$ cat src/wsd_pkg.sv
// ----------------------------------------------------------------------------
// wsd_pkg
// Shared types and constants for the websocket frame deframer.
// ----------------------------------------------------------------------------
package wsd_pkg;

	localparam logic [31:0] MAX_PAYLOAD_RST = 32'd4096;

	// parse phases
	localparam logic [2:0] PH_HDR0    = 3'd0;
	localparam logic [2:0] PH_HDR1    = 3'd1;
	localparam logic [2:0] PH_EXTLEN  = 3'd2;
	localparam logic [2:0] PH_KEY     = 3'd3;
	localparam logic [2:0] PH_PAYLOAD = 3'd4;
	localparam logic [2:0] PH_DROP    = 3'd5;

	// status codes
	localparam logic [1:0] ST_OK        = 2'd0;
	localparam logic [1:0] ST_BAD_OP    = 2'd1;
	localparam logic [1:0] ST_TOO_LONG  = 2'd2;
	localparam logic [1:0] ST_TRUNCATED = 2'd3;

	localparam logic [3:0] OP_TEXT   = 4'd1;
	localparam logic [3:0] OP_BINARY = 4'd2;

	localparam logic [6:0] LEN7_MAX  = 7'd125;
	localparam logic [6:0] LEN7_EXT16 = 7'd126;
	localparam logic [3:0] EXT16_BYTES = 4'd2;
	localparam logic [3:0] EXT64_BYTES = 4'd8;
	localparam logic [3:0] KEY_BYTES   = 4'd4;

	typedef struct packed {
		logic [7:0] payload_byte;
		logic       is_status;
		logic [1:0] status;
		logic [3:0] frame_opcode;
		logic       fin_flag;
		logic       masked_flag;
		logic       last_of_frame;
	} result_t;

endpackage

$ cat src/wsd_parser.sv
// ----------------------------------------------------------------------------
// wsd_parser
// Frame header parser and payload unmasker, one byte per accepted transaction.
// ----------------------------------------------------------------------------
module wsd_parser (
	input  logic             clk,
	input  logic             arst_n,
	input  logic             cfg_we,
	input  logic [31:0]      cfg_wdata,
	input  logic             take,
	input  logic [7:0]       data_byte,
	input  logic             end_of_buffer,
	output logic             res_valid,
	output wsd_pkg::result_t res
);
	import wsd_pkg::*;

	logic [31:0] max_payload_q;
	logic [2:0]  phase_q, phase_d;
	logic [7:0]  hdr_q, hdr_d;
	logic [3:0]  cnt_q, cnt_d;
	logic [63:0] len_q, len_d;
	logic [31:0] key_q, key_d;
	logic [1:0]  idx_q, idx_d;
	logic        mflag_q, mflag_d;

	logic        frame_done;
	logic [1:0]  err;
	logic        pay_res;
	logic        pay_last;
	logic [7:0]  pay_byte;
	logic [7:0]  key_byte;
	logic        too_long;
	logic [3:0]  op;
	logic [6:0]  len7;

	always_comb begin
		phase_d    = phase_q;
		hdr_d      = hdr_q;
		cnt_d      = cnt_q;
		len_d      = len_q;
		key_d      = key_q;
		idx_d      = idx_q;
		mflag_d    = mflag_q;
		frame_done = 1'b0;
		err        = ST_OK;
		pay_res    = 1'b0;
		pay_last   = 1'b0;
		pay_byte   = 8'd0;
		too_long   = 1'b0;
		op         = hdr_q[3:0];
		len7       = data_byte[6:0];
		case (idx_q)
			2'd0:    key_byte = key_q[31:24];
			2'd1:    key_byte = key_q[23:16];
			2'd2:    key_byte = key_q[15:8];
			default: key_byte = key_q[7:0];
		endcase
		case (phase_q)
			PH_HDR0: begin
				hdr_d   = data_byte;
				phase_d = PH_HDR1;
			end
			PH_HDR1: begin
				mflag_d = data_byte[7];
				if (!(op inside {OP_TEXT, OP_BINARY})) begin
					err     = ST_BAD_OP;
					phase_d = PH_DROP;
				end else if (len7 <= LEN7_MAX) begin
					len_d    = {57'd0, len7};
					too_long = (len7 > 7'(max_payload_q[6:0])) && (max_payload_q[31:7] == '0);
					if (too_long) begin
						err     = ST_TOO_LONG;
						phase_d = PH_DROP;
					end else begin
						cnt_d   = KEY_BYTES;
						phase_d = PH_KEY;
					end
				end else begin
					len_d   = '0;
					cnt_d   = (len7 == LEN7_EXT16) ? EXT16_BYTES : EXT64_BYTES;
					phase_d = PH_EXTLEN;
				end
			end
			PH_EXTLEN: begin
				len_d    = {len_q[55:0], data_byte};
				cnt_d    = cnt_q - 4'd1;
				too_long = (len_d[63:32] != '0) || (len_d[31:0] > max_payload_q);
				if (cnt_d == '0) begin
					if (too_long) begin
						err     = ST_TOO_LONG;
						phase_d = PH_DROP;
					end else begin
						cnt_d   = KEY_BYTES;
						phase_d = PH_KEY;
					end
				end
			end
			PH_KEY: begin
				key_d = {key_q[23:0], data_byte};
				cnt_d = cnt_q - 4'd1;
				if (cnt_d == '0) begin
					idx_d = '0;
					if (len_q == '0) begin
						// empty payload reports ok status
						frame_done = 1'b1;
						phase_d    = PH_DROP;
					end else begin
						phase_d = PH_PAYLOAD;
					end
				end
			end
			PH_PAYLOAD: begin
				// len_q counts bytes still to come
				len_d    = len_q - 64'd1;
				idx_d    = idx_q + 2'd1;
				pay_last = (len_q == 64'd1);
				pay_byte = data_byte ^ key_byte;
				pay_res  = pay_last || !end_of_buffer;
				if (pay_last) begin
					frame_done = 1'b1;
					phase_d    = PH_DROP;
				end
			end
			default: begin
				frame_done = 1'b1;
			end
		endcase
	end

	// result assembly, header fields taken after this byte's update
	always_comb begin
		res.frame_opcode  = hdr_d[3:0];
		res.fin_flag      = hdr_d[7];
		res.masked_flag   = mflag_d;
		res.payload_byte  = 8'd0;
		res.is_status     = 1'b1;
		res.status        = ST_OK;
		res.last_of_frame = 1'b1;
		res_valid         = 1'b0;
		if (err != ST_OK) begin
			res.status = err;
			res_valid  = 1'b1;
		end else if (end_of_buffer && !frame_done) begin
			res.status = ST_TRUNCATED;
			res_valid  = 1'b1;
		end else if (phase_q == PH_KEY && frame_done) begin
			res_valid = 1'b1;
		end else if (pay_res) begin
			res.payload_byte  = pay_byte;
			res.is_status     = 1'b0;
			res.last_of_frame = pay_last;
			res_valid         = 1'b1;
		end
	end

	always_ff @(posedge clk or negedge arst_n) begin
		if (!arst_n) begin
			max_payload_q <= MAX_PAYLOAD_RST;
		end else if (cfg_we) begin
			max_payload_q <= cfg_wdata;
		end
	end

	always_ff @(posedge clk or negedge arst_n) begin
		if (!arst_n) begin
			phase_q <= PH_HDR0;
			hdr_q   <= '0;
			cnt_q   <= '0;
			len_q   <= '0;
			key_q   <= '0;
			idx_q   <= '0;
			mflag_q <= 1'b0;
		end else if (take) begin
			if (end_of_buffer) begin
				phase_q <= PH_HDR0;
				hdr_q   <= '0;
				cnt_q   <= '0;
				len_q   <= '0;
				key_q   <= '0;
				idx_q   <= '0;
				mflag_q <= 1'b0;
			end else begin
				phase_q <= phase_d;
				hdr_q   <= hdr_d;
				cnt_q   <= cnt_d;
				len_q   <= len_d;
				key_q   <= key_d;
				idx_q   <= idx_d;
				mflag_q <= mflag_d;
			end
		end
	end

endmodule

$ cat src/wsd_out_reg.sv
// ----------------------------------------------------------------------------
// wsd_out_reg
// Result register with valid/stall handshake toward the consumer.
// ----------------------------------------------------------------------------
module wsd_out_reg (
	input  logic             clk,
	input  logic             arst_n,
	input  logic             take,
	input  logic             res_valid,
	input  wsd_pkg::result_t res,
	input  logic             result_stall,
	output logic             busy,
	output logic             result_valid,
	output wsd_pkg::result_t result_q
);
	import wsd_pkg::*;

	logic valid_q;

	// upstream waits only while a held result is stalled
	assign busy         = valid_q && result_stall;
	assign result_valid = valid_q;

	always_ff @(posedge clk or negedge arst_n) begin
		if (!arst_n) begin
			valid_q <= 1'b0;
		end else if (take && res_valid) begin
			valid_q <= 1'b1;
		end else if (!result_stall) begin
			valid_q <= 1'b0;
		end
	end

	always_ff @(posedge clk) begin
		if (take && res_valid) begin
			result_q <= res;
		end
	end

endmodule

$ cat src/websocket_frame_deframer.sv
// a result is registered and appears in the cycle after its byte is accepted
// throughput: one byte per cycle while not stalled; parser state is registered
// input stalls only while a finished result is held by a stalled consumer
// reset: asynchronous, parser returns to the header phase, max_payload to 4096
// end of buffer returns the parser to the header phase for the next frame
// ----------------------------------------------------------------------------
// websocket_frame_deframer
// Parses websocket frame headers byte by byte and emits unmasked payload.
// ----------------------------------------------------------------------------
module websocket_frame_deframer (
	input  logic        clk,
	input  logic        arst_n,
	input  logic        cfg_we,
	input  logic [31:0] cfg_wdata,
	input  logic        data_valid,
	output logic        data_stall,
	input  logic [7:0]  data_byte,
	input  logic        end_of_buffer,
	output logic        result_valid,
	input  logic        result_stall,
	output logic [7:0]  payload_byte,
	output logic        is_status,
	output logic [1:0]  status,
	output logic [3:0]  frame_opcode,
	output logic        fin_flag,
	output logic        masked_flag,
	output logic        last_of_frame
);
	import wsd_pkg::*;

	logic    take;
	logic    res_valid;
	logic    busy;
	result_t res;
	result_t result_q;

	assign data_stall = busy;
	assign take       = data_valid && !busy;

	wsd_parser u_parser (
		.clk           (clk),
		.arst_n        (arst_n),
		.cfg_we        (cfg_we),
		.cfg_wdata     (cfg_wdata),
		.take          (take),
		.data_byte     (data_byte),
		.end_of_buffer (end_of_buffer),
		.res_valid     (res_valid),
		.res           (res)
	);

	wsd_out_reg u_out (
		.clk          (clk),
		.arst_n       (arst_n),
		.take         (take),
		.res_valid    (res_valid),
		.res          (res),
		.result_stall (result_stall),
		.busy         (busy),
		.result_valid (result_valid),
		.result_q     (result_q)
	);

	assign payload_byte  = result_q.payload_byte;
	assign is_status     = result_q.is_status;
	assign status        = result_q.status;
	assign frame_opcode  = result_q.frame_opcode;
	assign fin_flag      = result_q.fin_flag;
	assign masked_flag   = result_q.masked_flag;
	assign last_of_frame = result_q.last_of_frame;

	a_status_is_last: assert property (@(posedge clk) disable iff (!arst_n)
		result_valid && is_status |-> last_of_frame)
		else $error("status result without last_of_frame");

	a_status_no_data: assert property (@(posedge clk) disable iff (!arst_n)
		result_valid && is_status |-> payload_byte == 8'd0)
		else $error("status result carries payload data");

	a_payload_ok: assert property (@(posedge clk) disable iff (!arst_n)
		result_valid && !is_status |-> status == ST_OK)
		else $error("payload result carries error status");

	a_stall_only_when_held: assert property (@(posedge clk) disable iff (!arst_n)
		data_stall |-> result_valid && result_stall)
		else $error("input stalled without a held result");

endmodule
$ cat config.mk
export PLATFORM = sky130hd
export DESIGN_NAME = websocket_frame_deframer
export DESIGN_NICKNAME = d
export VERILOG_FILES = /design/src/wsd_pkg.sv /design/src/wsd_parser.sv /design/src/wsd_out_reg.sv /design/src/websocket_frame_deframer.sv
export SDC_FILE = /design/constraint.sdc
export NUM_CORES = 1
export LEC_CHECK = 0
export BUFFER_PORTS_ARGS = -buffer_cell sky130_fd_sc_hd__buf_4
export CAP_MARGIN = 5
export CELL_PAD_IN_SITES_DETAIL_PLACEMENT = 1
export CELL_PAD_IN_SITES_GLOBAL_PLACEMENT = 2
export CORE_MARGIN = 2
export CORE_UTILIZATION = 41
export DETAILED_ROUTE_END_ITERATION = 8
export GPL_TIMING_DRIVEN = 0
export PLACE_DENSITY = 0.95
export SLEW_MARGIN = 15
export SYNTH_ARGS = -nofsm -noshare
export SYNTH_HDL_FRONTEND = slang
export SYNTH_SLANG_ARGS = --single-unit
$ cat constraint.sdc
create_clock -name clk -period 10.49 [get_ports clk]
set_clock_uncertainty 0.2 [all_clocks]
set_input_delay 0.5245 -clock clk [delete_from_list [all_inputs] [get_ports clk]]
set_output_delay 0.5245 -clock clk [all_outputs]
set_load 0.01 [all_outputs]
==> impl_metrics.py <==
metrics = {
    "cts": {
        "clock-sinks": 162,
        "cts_max_path_buffers": 2,
        "cts_htree_levels": 4,
        "clk_pin_slew_ns": 0.07,
        "clk_latency_ns": 0.44,
        "post_cts_buffers": 0,
        "clock-root-buffer": "clkbuf_16",
        "cts-resized-gates": 0,
        "cts_buffers": 17,
        "tritoncts": "built",
    },
    "logic_synthesis": {
        "ys_seq_area_frac": 0.449,
        "syn_area_per_cell_um2": 9.07,
        "synth_seq_cells": 162,
        "ys_warn_count": 0,
        "async_flop_share": 0.889,
        "syn_nets": 1103,
        "synth_ff_type": "dfrtp_1",
        "syn_area_um2": 9230,
        "synthCells": 1017,
        "synth-edff-count": 18,
        "synth_cell_types": 69,
    },
    "cells_and_area": {
        "antenna_cells": 0,
        "seq_area_um2": 4150,
        "final_cell_mix": "dfrtp_1, o21ai_0, nand2_1, nor2_1, buf_4",
        "drive_gt1_frac": 0.107,
        "fin_util": 0.488,
        "multi_input_area_um2": 4680,
        "layout_commonest_cell": "dfrtp_1",
        "finalNonFillerCells": 1395,
        "nFillCells": 2536,
        "layout.nets": 1188,
        "syn_to_final_growth_pct": 16.0,
    },
    "timing": {
        "clock.fmax_mhz": 246,
        "tns_ns": 0,
        "worst_pin_slew_ns": 1.14,
        "relSlewSlack": 0.238,
        "rsz0062_at_grt": "no",
        "finalHoldViolCount": 0,
        "setup_viol": 0,
        "period_minus_slack_ns": 4.07,
        "slew_viol_final": 0,
        "fin_crit_sh": 0.388,
    },
    "die": {
        "die-width_um": 154,
        "io_pins": 66,
        "start_util": 0.420,
        "die-area_um2": 23700,
        "core_um2": 22000,
        "fp.dieH_um": 154,
        "rows": 54,
    },
    "job": {
        "cap_violations": 0,
    },
    "global_route": {
        "antenna_found_initial": 0,
        "track_usage": 0.273,
        "use_met3": 0.0440,
        "grt_pass1_vias": 9175,
        "grt_use_met2": 0.471,
        "grt_pass1_wl_um": 50800,
        "use_met1": 0.356,
        "overflow": 0,
        "grt_max_degree": 85,
        "grt-busiest-layer": "met2",
    },
    "setup_path": {
        "startpoint_type": "flop",
        "cp.required_ns": 10.48,
        "startpoint": "u_parser.len_q[33]",
        "path_max_fanout": 14,
        "cp.arrival_ns": 4.06,
        "rr_startpoint": "u_parser.len_q[33]",
        "crit_type": "flop to flop",
        "end_kind": "flop",
    },
    "route": {
        "drc": 0,
        "routed_wl_um": 31800,
        "vias_per_cell": 6.29,
        "vias": 8769,
        "initialDrtViolationCount": 763,
        "route.detailed.wl_per_inst_um": 22.8,
        "first_pass_iters": 5,
        "ant_nets": 0,
    },
    "run_status": {
        "status": "completed",
    },
    "power_and_ir_drop": {
        "powerDensity_nw_per_um2": 254,
        "peakVddDrop_mv": 0.110,
        "p_total_mw": 2.72,
        "leakagePower_nw": 4.63,
    },
    "hold_path": {
        "hold_path.class": "input port to flop",
        "hp-start": "cfg_wdata[24]",
    },
    "place": {
        "port_buffers": 63,
        "hpwl_um": 22300,
        "gp_congestion": 0.894,
        "placedCellCount": 1362,
    },
}
==> cells in the mapped netlist, types with 9 or more instances <==
master	instances	area, um^2
dfrtp_1	143	3580
o21ai_0	131	656
nand2_1	108	405
nor2_1	75	282
clkbuf_1	53	199
inv_1	52	195
a21oi_1	47	235
nor3_1	45	225
a22o_1	40	350
ha_1	40	500
nor4_1	27	169
a22oi_1	22	165
nand4_1	21	131
edfxtp_1	18	541
nand3_1	14	70.1
xnor2_1	13	114
a221o_1	11	110
a32oi_1	11	96.3
or3_1	11	68.8
mux2_2	9	101
o211ai_1	9	67.6
==> metrics by stage <==
step	setup slack (ns)	hold slack, ns	instance area [um^2]
floorplan	6.72	0.0289	9230
global placement	5.75	0.284	10000
detailed placement	6.50	0.296	10100
CTS	6.40	0.0867	10700
global route	6.23	0.0883	10700
finish	6.42	0.0914	10700
==> critical path: stages, from the launching register on <==
cell       delay, ns
dfrtp_1         0.44
nor4_1          0.75
nand4b_1        0.34
or4_4           0.68
a21oi_1         0.48
a2bb2oi_1       0.51
a21oi_2         0.20
buf_6           0.22
==> final timing paths <==
kind | cells past startpoint | slack (ns) | to
setup / recovery | 7 | 6.42 | u_out.result_q[3]
hold / removal | 3 | 0.09 | u_parser.max_payload_q[24]
setup reg to reg | 7 | 6.42 | u_out.result_q[3]
hold reg to reg | 1 | 0.32 | u_parser.key_q[30]
max in group asynchronous | 3 | 8.83 | u_parser.key_q[10]
min in group asynchronous | 2 | 0.50 | u_parser.len_q[37]
==> state kept, by name, indices dropped and copies added (netlist names) <==
signal,cells
u_out.result_q,18
u_out.result_valid,1
u_parser.hdr_q,5
u_parser.mflag_q,1
u_parser.max_payload_q,32
u_parser.idx_q,2
u_parser.len_q,64
u_parser.cnt_q,4
u_parser.phase_q,3
u_parser.key_q,32
==> cell type report <==
class                           instances  area share
Sequential cell                       162       0.387
Multi-Input combinational cell        747       0.437
Clock inverter                         15      0.0157
Inverter                               52      0.0182
Timing Repair Buffer                   66      0.0494
Clock buffer                           17      0.0397
Buffer                                 56      0.0196
Tap cell                              280      0.0327
==> power breakdown <==
group          internal, mW  switching (mW)
Clock                 0.320           0.318
Combinational         0.414           0.820
Sequential            0.737           0.113
==> cells by family after synthesis <==
family	count (synthesis)	synth area share
buffers and inverters	108	0.0439
adders and majority gates	40	0.0542
DFF	162	0.449
AOI/OAI and AO/OA	326	0.231
muxes	13	0.0153
and+or+nand+nor	350	0.189
xor gates and xnor gates	18	0.0171
==> repair_timing <==
item / 4_1_cts / 5_1_grt
endpoints found under the hold margin: 82 / 0
hold buffers: 1 / 0
endpoints found under the setup margin: 0 / 0
==> per-layer routing <==
metal	part of all wire	up-vias
met5	0	-
met4	0.016	0
met3	0.047	39
met2	0.50	273
met1	0.43	4496
li1	-	3961
No activity file was read; power rests on OpenSTA's default activity.
